File: config.mk
export PLATFORM = sky130hd
export DESIGN_NAME = deadline_task_scheduler_core
export DESIGN_NICKNAME = d
export VERILOG_FILES = /design/src/sv/dts_pkg.sv /design/src/sv/dts_slot_mem.sv /design/src/sv/dts_engine.sv /design/src/sv/deadline_task_scheduler_core.sv
export SDC_FILE = /design/constraint.sdc
export NUM_CORES = 2
export LEC_CHECK = 0
export ABC_AREA = 1
export BUFFER_PORTS_ARGS = -buffer_cell sky130_fd_sc_hd__buf_4
export CORE_MARGIN = 3
export CORE_UTILIZATION = 40
export CTS_CLUSTER_DIAMETER = 200
export DETAILED_ROUTE_END_ITERATION = 8
export SYNTH_ARGS = -nofsm -noshare
export SYNTH_HDL_FRONTEND = slang
export SYNTH_SLANG_ARGS = --single-unit
File: constraint.sdc
create_clock -name clk -period 30 [get_ports clk]
set_input_delay 1.5 -clock clk [delete_from_list [all_inputs] [get_ports clk]]
set_output_delay 1.5 -clock clk [all_outputs]
set_load 0.01 [all_outputs]
File: src/sv/dts_pkg.sv
`timescale 1ns / 1ps
package dts_pkg;

  localparam logic [3:0] MODE_TICK    = 4'd0;
  localparam logic [3:0] MODE_CREATE  = 4'd1;
  localparam logic [3:0] MODE_DELAY   = 4'd2;
  localparam logic [3:0] MODE_ENTER   = 4'd3;
  localparam logic [3:0] MODE_EXIT    = 4'd4;
  localparam logic [3:0] MODE_DELETE  = 4'd5;
  localparam logic [3:0] MODE_SUSPEND = 4'd6;
  localparam logic [3:0] MODE_RESUME  = 4'd7;
  localparam logic [3:0] MODE_QUERY   = 4'd8;

  localparam logic [2:0] ST_RUNNING   = 3'd0;
  localparam logic [2:0] ST_READY     = 3'd1;
  localparam logic [2:0] ST_DELAYED   = 3'd2;
  localparam logic [2:0] ST_SUSPENDED = 3'd3;
  localparam logic [2:0] ST_DEAD      = 3'd4;
  localparam logic [2:0] ST_EMPTY     = 3'd5;

  // real-time key window
  localparam logic [31:0] DEADLINE_OFFSET = 32'(16'hFFFF >> 1);
  // running average keeps 7/8 of the old value
  localparam int unsigned AVG_SHIFT = 3;

  typedef struct packed {
    logic [3:0]  mode;
    logic [3:0]  slot;
    logic [15:0] deadline;
    logic [7:0]  respond;
    logic [15:0] period;
    logic [15:0] delay_ticks;
  } in_item_t;

  typedef struct packed {
    logic [3:0]  running_task;
    logic        idle;
    logic        switched;
    logic [31:0] exec_time;
    logic [31:0] smoothed_time;
    logic        deadline_miss;
    logic [2:0]  task_state;
    logic        status;
    logic [31:0] now;
  } out_item_t;

  typedef struct packed {
    logic [2:0]  status;
    logic [31:0] key;
    logic [15:0] deadline;
    logic [7:0]  respond;
    logic [15:0] period;
    logic [31:0] stamp;
    logic [31:0] average;
  } slot_rec_t;

endpackage

File: src/sv/dts_slot_mem.sv
`timescale 1ns / 1ps
module dts_slot_mem #(
  parameter int TASK_SLOTS = 16
) (
  input  logic                          clk,
  input  logic                          rst_n,
  input  logic [$clog2(TASK_SLOTS)-1:0] rd_addr,
  output dts_pkg::slot_rec_t            rd_data,
  output logic                          rd_vld,
  input  logic                          wr_en,
  input  logic [$clog2(TASK_SLOTS)-1:0] wr_addr,
  input  dts_pkg::slot_rec_t            wr_data
);
  import dts_pkg::*;

  slot_rec_t                 slot_mem_r [TASK_SLOTS];
  slot_rec_t                 rd_data_r;
  logic [TASK_SLOTS-1:0]     vld_r;
  logic                      rd_vld_r;

  always_ff @(posedge clk) begin
    if (wr_en) begin
      slot_mem_r[wr_addr] <= wr_data;
    end
    rd_data_r <= slot_mem_r[rd_addr];
  end

  // per-slot valid: an unwritten slot reads as empty
  always_ff @(posedge clk) begin
    if (!rst_n) begin
      vld_r    <= '0;
      rd_vld_r <= 1'b0;
    end else begin
      if (wr_en) begin
        vld_r[wr_addr] <= 1'b1;
      end
      rd_vld_r <= vld_r[rd_addr];
    end
  end

  assign rd_data = rd_data_r;
  assign rd_vld  = rd_vld_r;

endmodule

File: src/sv/dts_engine.sv
`timescale 1ns / 1ps
module dts_engine #(
  parameter int TASK_SLOTS = 16
) (
  input  logic                          clk,
  input  logic                          rst_n,
  input  logic                          start,
  input  dts_pkg::in_item_t             item,
  input  logic                          wake_en,
  output logic                          ready,
  input  logic                          out_free,
  output logic                          done,
  output dts_pkg::out_item_t            result,
  output logic [$clog2(TASK_SLOTS)-1:0] rd_addr,
  input  dts_pkg::slot_rec_t            rd_data,
  input  logic                          rd_vld,
  output logic                          wr_en,
  output logic [$clog2(TASK_SLOTS)-1:0] wr_addr,
  output dts_pkg::slot_rec_t            wr_data
);
  import dts_pkg::*;

  localparam int IW = $clog2(TASK_SLOTS);
  localparam int CW = $clog2(TASK_SLOTS + 1);

  localparam logic [2:0] S_IDLE  = 3'd0;
  localparam logic [2:0] S_ISSUE = 3'd1;
  localparam logic [2:0] S_OP    = 3'd2;
  localparam logic [2:0] S_EXIT2 = 3'd3;
  localparam logic [2:0] S_SCAN  = 3'd4;
  localparam logic [2:0] S_DPOST = 3'd5;
  localparam logic [2:0] S_WPOST = 3'd6;
  localparam logic [2:0] S_FIN   = 3'd7;

  function automatic logic key_before(input logic [31:0] a, input logic [31:0] b);
    logic [31:0] d;
    d = a - b;
    return d[31];
  endfunction

  function automatic logic key_before_eq(input logic [31:0] a, input logic [31:0] b);
    return (a == b) || key_before(a, b);
  endfunction

  function automatic logic [31:0] ready_key(input logic [31:0] now,
                                            input logic [15:0] dl,
                                            input logic [7:0]  rsp);
    if (dl != 16'd0) return now + 32'(dl) - DEADLINE_OFFSET;
    return now + 32'(rsp);
  endfunction

  logic [2:0]   st_r, st_nxt;
  in_item_t     item_r, item_nxt;
  logic [31:0]  now_r, now_nxt;
  logic [IW-1:0] cur_r, cur_nxt;
  logic         idle_r, idle_nxt;
  logic [31:0]  cur_key_r, cur_key_nxt;
  logic [IW-1:0] tgt_r, tgt_nxt;
  logic [2:0]   kind_r, kind_nxt;
  logic [CW-1:0] cnt_r, cnt_nxt;
  logic         found_r, found_nxt;
  logic [IW-1:0] best_r, best_nxt;
  slot_rec_t    best_rec_r, best_rec_nxt;
  slot_rec_t    rec_r, rec_nxt;
  logic [34:0]  t7_r, t7_nxt;
  logic         sw_r, sw_nxt;
  logic [31:0]  exec_r, exec_nxt;
  logic [31:0]  smooth_r, smooth_nxt;
  logic         miss_r, miss_nxt;
  logic [2:0]   tstate_r, tstate_nxt;
  logic         status_r, status_nxt;

  logic         scan_go;
  logic [2:0]   scan_kind;
  logic         slot_ok;
  logic [IW-1:0] in_tgt;
  logic [2:0]   eff_st;
  slot_rec_t    wrec;
  logic [31:0]  nkey;
  logic [IW-1:0] eval_idx;
  logic [34:0]  acc;
  logic [31:0]  avg_new;

  always_ff @(posedge clk) begin
    if (!rst_n) begin
      st_r    <= S_IDLE;
      now_r   <= '0;
      cur_r   <= '0;
      idle_r  <= 1'b1;
    end else begin
      st_r    <= st_nxt;
      now_r   <= now_nxt;
      cur_r   <= cur_nxt;
      idle_r  <= idle_nxt;
    end
  end

  always_ff @(posedge clk) begin
    item_r     <= item_nxt;
    cur_key_r  <= cur_key_nxt;
    tgt_r      <= tgt_nxt;
    kind_r     <= kind_nxt;
    cnt_r      <= cnt_nxt;
    found_r    <= found_nxt;
    best_r     <= best_nxt;
    best_rec_r <= best_rec_nxt;
    rec_r      <= rec_nxt;
    t7_r       <= t7_nxt;
    sw_r       <= sw_nxt;
    exec_r     <= exec_nxt;
    smooth_r   <= smooth_nxt;
    miss_r     <= miss_nxt;
    tstate_r   <= tstate_nxt;
    status_r   <= status_nxt;
  end

  assign slot_ok  = 32'(item.slot) < 32'(TASK_SLOTS);
  assign in_tgt   = IW'(item.slot);
  assign eff_st   = rd_vld ? rd_data.status : ST_EMPTY;
  assign eval_idx = IW'(cnt_r - CW'(1));
  assign acc      = t7_r + 35'(exec_r);
  assign avg_new  = (rec_r.average != 32'd0) ? acc[AVG_SHIFT +: 32] : exec_r;

  always_comb begin
    st_nxt       = st_r;
    item_nxt     = item_r;
    now_nxt      = now_r;
    cur_nxt      = cur_r;
    idle_nxt     = idle_r;
    cur_key_nxt  = cur_key_r;
    tgt_nxt      = tgt_r;
    kind_nxt     = kind_r;
    cnt_nxt      = cnt_r;
    found_nxt    = found_r;
    best_nxt     = best_r;
    best_rec_nxt = best_rec_r;
    rec_nxt      = rec_r;
    t7_nxt       = t7_r;
    sw_nxt       = sw_r;
    exec_nxt     = exec_r;
    smooth_nxt   = smooth_r;
    miss_nxt     = miss_r;
    tstate_nxt   = tstate_r;
    status_nxt   = status_r;
    scan_go      = 1'b0;
    scan_kind    = ST_READY;
    rd_addr      = tgt_r;
    wr_en        = 1'b0;
    wr_addr      = tgt_r;
    wrec         = rd_data;
    nkey         = '0;
    done         = 1'b0;

    unique case (st_r)
      S_IDLE: begin
        if (start) begin
          item_nxt   = item;
          sw_nxt     = 1'b0;
          exec_nxt   = '0;
          smooth_nxt = '0;
          miss_nxt   = 1'b0;
          tstate_nxt = ST_RUNNING;
          status_nxt = 1'b0;
          st_nxt     = S_FIN;
          priority case (item.mode)
            MODE_TICK: begin
              now_nxt = now_r + 32'd1;
              if (wake_en) begin
                scan_go   = 1'b1;
                scan_kind = ST_DELAYED;
              end
            end
            MODE_CREATE, MODE_DELETE, MODE_SUSPEND, MODE_RESUME: begin
              if (!slot_ok) status_nxt = 1'b1;
              else begin
                tgt_nxt = in_tgt;
                st_nxt  = S_ISSUE;
              end
            end
            MODE_QUERY: begin
              if (!slot_ok) begin
                status_nxt = 1'b1;
                tstate_nxt = ST_EMPTY;
              end else if (!idle_r && cur_r == in_tgt) begin
                tstate_nxt = ST_RUNNING;
              end else begin
                tgt_nxt = in_tgt;
                st_nxt  = S_ISSUE;
              end
            end
            MODE_DELAY: begin
              if (item.delay_ticks == 16'd0) begin
                st_nxt = S_FIN;
              end else if (idle_r) begin
                status_nxt = 1'b1;
              end else begin
                tgt_nxt = cur_r;
                st_nxt  = S_ISSUE;
              end
            end
            MODE_ENTER, MODE_EXIT: begin
              if (idle_r) status_nxt = 1'b1;
              else begin
                tgt_nxt = cur_r;
                st_nxt  = S_ISSUE;
              end
            end
            default: st_nxt = S_FIN;
          endcase
        end
      end

      S_ISSUE: st_nxt = S_OP;

      S_OP: begin
        st_nxt = S_FIN;
        priority case (item_r.mode)
          MODE_CREATE: begin
            if (eff_st != ST_EMPTY && eff_st != ST_DEAD) status_nxt = 1'b1;
            else begin
              nkey          = ready_key(now_r, item_r.deadline, item_r.respond);
              wrec.status   = ST_READY;
              wrec.key      = nkey;
              wrec.deadline = item_r.deadline;
              wrec.respond  = item_r.respond;
              wrec.period   = item_r.period;
              wrec.average  = '0;
              wr_en         = 1'b1;
              if (idle_r || key_before_eq(nkey, cur_key_r)) begin
                sw_nxt  = 1'b1;
                scan_go = 1'b1;
              end
            end
          end
          MODE_RESUME: begin
            if (eff_st != ST_SUSPENDED) status_nxt = 1'b1;
            else begin
              nkey        = ready_key(now_r, rd_data.deadline, rd_data.respond);
              wrec.status = ST_READY;
              wrec.key    = nkey;
              wr_en       = 1'b1;
              if (idle_r || key_before_eq(nkey, cur_key_r)) begin
                sw_nxt  = 1'b1;
                scan_go = 1'b1;
              end
            end
          end
          MODE_DELAY: begin
            wrec.status = ST_DELAYED;
            wrec.key    = now_r + 32'(item_r.delay_ticks);
            wr_en       = 1'b1;
            sw_nxt      = 1'b1;
            scan_go     = 1'b1;
          end
          MODE_ENTER: begin
            wrec.stamp = now_r;
            wr_en      = 1'b1;
          end
          MODE_EXIT: begin
            rec_nxt  = rd_data;
            exec_nxt = now_r - rd_data.stamp;
            t7_nxt   = {rd_data.average, 3'b000} - 35'(rd_data.average);
            st_nxt   = S_EXIT2;
          end
          MODE_DELETE: begin
            if (eff_st == ST_EMPTY || eff_st == ST_DEAD) status_nxt = 1'b1;
            else begin
              wrec.status = ST_DEAD;
              wr_en       = 1'b1;
              sw_nxt      = 1'b1;
              scan_go     = 1'b1;
            end
          end
          MODE_SUSPEND: begin
            if (eff_st != ST_READY && eff_st != ST_DELAYED) status_nxt = 1'b1;
            else begin
              wrec.status = ST_SUSPENDED;
              wr_en       = 1'b1;
              if (!idle_r && cur_r == tgt_r) begin
                sw_nxt  = 1'b1;
                scan_go = 1'b1;
              end
            end
          end
          MODE_QUERY: tstate_nxt = eff_st;
          default: st_nxt = S_FIN;
        endcase
      end

      S_EXIT2: begin
        smooth_nxt   = avg_new;
        miss_nxt     = (rec_r.deadline != 16'd0) && (exec_r >= 32'(rec_r.deadline));
        wrec         = rec_r;
        wrec.average = avg_new;
        wr_en        = 1'b1;
        st_nxt       = S_FIN;
        if (rec_r.period != 16'd0) begin
          wrec.status = ST_DELAYED;
          wrec.key    = now_r + 32'(rec_r.period);
          sw_nxt      = 1'b1;
          scan_go     = 1'b1;
        end
      end

      S_SCAN: begin
        rd_addr = IW'(cnt_r);
        if (cnt_r != CW'(0)) begin
          if (eff_st == kind_r && (!found_r || key_before(rd_data.key, best_rec_r.key)))
          begin
            found_nxt    = 1'b1;
            best_nxt     = eval_idx;
            best_rec_nxt = rd_data;
          end
        end
        if (cnt_r == CW'(TASK_SLOTS)) begin
          st_nxt = (kind_r == ST_READY) ? S_DPOST : S_WPOST;
        end else begin
          cnt_nxt = cnt_r + CW'(1);
        end
      end

      S_DPOST: begin
        if (found_r) begin
          cur_nxt     = best_r;
          idle_nxt    = 1'b0;
          cur_key_nxt = best_rec_r.key;
        end else begin
          cur_nxt  = '0;
          idle_nxt = 1'b1;
        end
        st_nxt = S_FIN;
        if (item_r.mode == MODE_TICK) begin
          scan_go   = 1'b1;
          scan_kind = ST_DELAYED;
        end
      end

      S_WPOST: begin
        st_nxt = S_FIN;
        if (found_r && key_before_eq(best_rec_r.key, now_r)) begin
          nkey        = ready_key(now_r, best_rec_r.deadline, best_rec_r.respond);
          wrec        = best_rec_r;
          wrec.status = ST_READY;
          wrec.key    = nkey;
          wr_addr     = best_r;
          wr_en       = 1'b1;
          scan_go     = 1'b1;
          if (idle_r || key_before_eq(nkey, cur_key_r)) begin
            sw_nxt    = 1'b1;
            scan_kind = ST_READY;
          end else begin
            scan_kind = ST_DELAYED;
          end
        end
      end

      S_FIN: begin
        if (out_free) begin
          done   = 1'b1;
          st_nxt = S_IDLE;
        end
      end

      default: st_nxt = S_IDLE;
    endcase

    if (scan_go) begin
      kind_nxt  = scan_kind;
      cnt_nxt   = '0;
      found_nxt = 1'b0;
      st_nxt    = S_SCAN;
    end
  end

  assign wr_data = wrec;
  assign ready   = (st_r == S_IDLE);

  always_comb begin
    result.running_task  = idle_r ? 4'd0 : 4'(cur_r);
    result.idle          = idle_r;
    result.switched      = sw_r;
    result.exec_time     = exec_r;
    result.smoothed_time = smooth_r;
    result.deadline_miss = miss_r;
    result.task_state    = tstate_r;
    result.status        = status_r;
    result.now           = now_r;
  end

endmodule

File: src/sv/deadline_task_scheduler_core.sv
`timescale 1ns / 1ps
// Channel   Ports                          Moves
// input     in_valid, in_stall, in_data    one scheduler command per transfer
// result    out_valid, out_stall, out_data one result per command
// config    cfg_we, cfg_wdata              wake_enable, written on cfg_we
//
// Commands: one at a time. A scan of the slot table reads every slot through
// the slot memory read port. Tick: a scan of the delayed tasks when wake is
// enabled, again per woken task, plus a ready scan per switch. Create, delete,
// suspend, resume, delay, exit with a switch: a ready scan; others: no scan.
// Reset: synchronous, rst_n low; all slots read empty, idle runs, time zero.
// Stalls: a finished result waits in the output register while the next
// command is already taken in and worked on.
module deadline_task_scheduler_core #(
  parameter int TASK_SLOTS = 16
) (
  input  logic                clk,
  input  logic                rst_n,
  input  logic                in_valid,
  output logic                in_stall,
  input  dts_pkg::in_item_t   in_data,
  output logic                out_valid,
  input  logic                out_stall,
  output dts_pkg::out_item_t  out_data,
  input  logic                cfg_we,
  input  logic                cfg_wdata
);
  import dts_pkg::*;

  localparam int IW = $clog2(TASK_SLOTS);

  logic          wake_en_r;
  logic          out_valid_r;
  out_item_t     out_data_r;

  logic          eng_ready;
  logic          eng_done;
  logic          out_free;
  out_item_t     eng_result;
  logic [IW-1:0] rd_addr;
  slot_rec_t     rd_data;
  logic          rd_vld;
  logic          wr_en;
  logic [IW-1:0] wr_addr;
  slot_rec_t     wr_data;

  // config register; the user must write it only between commands, the block does not enforce it
  always_ff @(posedge clk) begin
    if (!rst_n) begin
      wake_en_r <= 1'b1;
    end else if (cfg_we) begin
      wake_en_r <= cfg_wdata;
    end
  end

  // result can load when the register is empty or draining this cycle
  assign out_free = !out_valid_r || !out_stall;

  always_ff @(posedge clk) begin
    if (!rst_n) begin
      out_valid_r <= 1'b0;
    end else if (eng_done) begin
      out_valid_r <= 1'b1;
    end else if (!out_stall) begin
      out_valid_r <= 1'b0;
    end
  end

  always_ff @(posedge clk) begin
    if (eng_done) begin
      out_data_r <= eng_result;
    end
  end

  dts_engine #(
    .TASK_SLOTS(TASK_SLOTS)
  ) u_engine (
    .clk      (clk),
    .rst_n    (rst_n),
    .start    (in_valid),
    .item     (in_data),
    .wake_en  (wake_en_r),
    .ready    (eng_ready),
    .out_free (out_free),
    .done     (eng_done),
    .result   (eng_result),
    .rd_addr  (rd_addr),
    .rd_data  (rd_data),
    .rd_vld   (rd_vld),
    .wr_en    (wr_en),
    .wr_addr  (wr_addr),
    .wr_data  (wr_data)
  );

  // slot table: status, key and per-task records
  dts_slot_mem #(
    .TASK_SLOTS(TASK_SLOTS)
  ) u_slot_mem (
    .clk     (clk),
    .rst_n   (rst_n),
    .rd_addr (rd_addr),
    .rd_data (rd_data),
    .rd_vld  (rd_vld),
    .wr_en   (wr_en),
    .wr_addr (wr_addr),
    .wr_data (wr_data)
  );

  assign in_stall  = !eng_ready;
  assign out_valid = out_valid_r;
  assign out_data  = out_data_r;

endmodule
==> reports/qor.yml <==
wire_per_inst_microns: 28.8
finalNonFillerCells: 17100
layout-drive-gt1-share_pct: 8.10
post-cts-setup-buffer-count: 0
regArea_sq_um: 88500
drtPass1Iterations: 8
synthArstFlopShare_pct: 0
syn_nets: 12800
p_leak_nw: 54.3
clk_pin_slew_worst_paths_ns: 0.07
clkLatencyLatePin_ns: 0.96
drc: 0
syn_to_final_growth_pct: 12.6
cp_max_fo: 64
ant_nets: 0
tns_ns: 0
worst-setup-path-type: "reg2reg"
numCtsBuffers: 316
synth_cell_types: 70
cts_resized: 0
io_pins: 179
clk_path_buf_depth: 4
fp.dieArea_sq_um: 346000
finClkSkew_ns: 0.0826
hp-class: "reg2reg"
synth_flop_cell: "edfxtp_1"
synth_edf_count: 2812
end_kind: "flop"
cts_hold_buf: 0
switching_power_mw: 5.99
grt_pass1_vias: 91600
cap_violations: 0
yosysWarnings: 0
die_h_microns: 588
antenna_found_initial: 42
cts_sinks: 3016
ys_seq_area_share_pct: 65.2
hold-worst-slack_ns: 0.390
drtIter0Drc: 14300
grtUsageTotal_pct: 27.5
required_ns: 30.55
synth_area_per_cell_sq_um: 11.1
p_per_area_nw_per_um2: 101
vias: 101000
clock_power_share_pct: 26.1
tightest_slew_ns: 1.36
post-route-min-period_ns: 7.49
hold_viol: 0
gr-total-overflow: 0
fmax_mhz: 134
postSynthRegisterBits: 3016
grt_setup_unrepaired: "false"
final_nets: 12900
port_buffers: 178
max_slew_margin_pct: 9.39
root_buffer: "clkbuf_16"
die_x_microns: 588
grt_max_degree: 202
synthesis.instances: 12300
slew_viol_final: 0
n_fill_cell: 30800
vdd_drop_max_v: 0.0000750
setup_viol: 0
multi_input_area_sq_um: 41700
p_seq_share_pct: 40.6
cts_tree: "yes"
coreArea_sq_um: 337000
layout_worst_path_cycle_share_pct: 25.0
drt-total-wl_mm: 494
cp.arrival_ns: 8.04
viasPerCell: 5.89
placed_cells: 16500
num_rows: 213
share_comb_of_total_power_pct: 33.4
place.gp.congestion: 1.07
initial_core_util_pct: 40.3
crit_path_start_kind: "flop"
cts.htree.levels: 5
p_sw_share_pct: 39.0
synth_area_sq_um: 136000
hpwl_mm: 321
status: "finished clean"
grt_first_pass_wirelength_mm: 693
p_int_mw: 9.38
metrics by stage:
stage | worst slack [ns] | utilization [%] | area (sq um) | power (mW)
6_report | 22.51 | 45.3 | 153000 | 15.4
5_1_grt | 22.33 | 45.3 | 153000 | 16.0
4_1_cts | 22.65 | 45.3 | 153000 | 15.3
3_5_place_dp | 22.69 | 42.2 | 142000 | 11.3
3_3_place_gp | 22.76 | 42.2 | 142000 | 11.3
2_1_floorplan | 16.06 | - | 136000 | 9.11
flip-flops by register name, summed over array words and instances (netlist names), 5 cells and up:
name	flops
u_engine.now_r	32
u_engine.smooth_r	32
u_engine.exec_r	32
u_slot_mem.vld_r	16
u_engine.item_r	60
u_engine.cur_key_r	32
u_engine.t7_r	35
u_slot_mem.rd_data	139
u_slot_mem.slot_mem_r	2224
u_engine.rec_r	138
u_engine.cnt_r	5
out_data	107
u_engine.best_rec_r	136
cell type report:
cell class	instances	share of cell area, %
Sequential cell	3016	58.0
Multi-Input combinational cell	7781	27.3
Clock buffer	412	5.63
Tap cell	4515	3.70
Inverter	847	2.19
Timing Repair Buffer	381	1.92
Clock inverter	173	1.26
Antenna cell	19	0.0311
cells by family (layout without fill, tap and decap cells):
group	Yosys count	in the layout	synth area share, %
buffers and inverters	1454	1813	4.11
AND/OR/NAND/NOR	3655	3655	11.0
adder cells (fa/ha/maj)	455	455	4.25
multiplexers	3	3	0.0221
XOR/XNOR	114	114	0.736
flip-flops	3016	3016	65.2
AO/OA/AOI/OAI	3554	3554	14.6
other	0	19	0
worst paths after layout:
path | from | endpoint | slack [ns] | cells after the start
setup reg to reg | u_engine.now_r[26] | u_slot_mem.slot_mem_r[1][87] | 22.51 | 19
hold / removal | u_engine.smooth_r[18] | out_data[55] | 0.39 | 0
setup / recovery | u_engine.now_r[26] | u_slot_mem.slot_mem_r[1][87] | 22.51 | 19
hold reg to reg | u_engine.smooth_r[18] | out_data[55] | 0.39 | 0
power by group through the flow:
stage	clock, mW	sequential [mW]	combinational (mW)
finish	4.00	6.24	5.13
global route	4.22	6.24	5.57
CTS	4.05	6.21	5.03
detailed placement	0	6.29	5.01
global placement	0	6.29	4.98
floorplan	0	6.03	3.08
Yosys cell counts (all sizes together) (3+ instances only):
master   number  area (sq um)
edfxtp     2812         84400
o21ai      1875          9400
nor2       1761          6700
nand2      1260          4770
inv         834          3130
a21oi       667          3350
o22ai       599          3750
clkbuf      502          1880
ha          446          5580
nand3       343          1740
dfxtp       204          4080
o221ai      120          1050
buf         105           512
nor3         89           477
xor2         88           771
nand4        81           507
o211ai       71           533
nor4         49           325
or2          47           294
o21a         43           323
o2111ai      40           350
xnor2        26           228
o21bai       23           173
a21boi       21           158
a21o         20           150
a31oi        16           100
clkinv       13          48.8
a211oi       11          82.6
o31ai        11          82.6
nand3b       10          75.1
fa            9           180
a221oi        7          61.3
a22oi         7          52.6
and2          7          43.8
o311ai        4          35.0
a2111oi       3          26.3
mux2i         3          30.0
nor3b         3          22.5
placed cells by master (no fill, tap or decap), types with 26 or more instances in the layout:
cell and n:
a21oi_1 664, buf_4 375, bufinv_16 33, clkbuf_1 67, clkbuf_16 319, clkbuf_8 26
clkinv_1 48, clkinv_2 62, dfxtp_1 204, edfxtp_1 2812, ha_1 446, inv_1 796
nand2_1 1246, nand3_1 338, nand4_1 81, nor2_1 1731, nor3_1 82, nor4_1 45
o2111ai_1 38, o211ai_1 71, o21a_1 42, o21ai_0 1785, o21ai_1 83, o221ai_1 120
o22ai_1 599, or2_2 44, xnor2_1 26, xor2_1 88
critical path, cell delays in order (launching register included):
cell,delay [ns]
dfxtp_1,0.68
clkinv_1,0.61
ha_1,0.50
a21oi_1,0.15
o21ai_0,0.10
a21oi_1,0.14
o21a_1,0.16
nand2_1,0.06
nand2_1,0.06
nand3_1,0.33
nand3_1,0.51
buf_4,0.47
inv_6,0.28
nand2_1,0.13
nand2_1,0.07
nor2_1,0.23
nand2_1,0.20
inv_8,0.66
buf_4,0.72
buf_4,0.83
metal layers:
metal	GRT usage, %	part of all wire, %
met1	40.4	43
met2	40.3	43
met3	6.14	11
met4	8.87	3.4
met5	0	0.038
No activity file was read; power rests on OpenSTA's default activity.
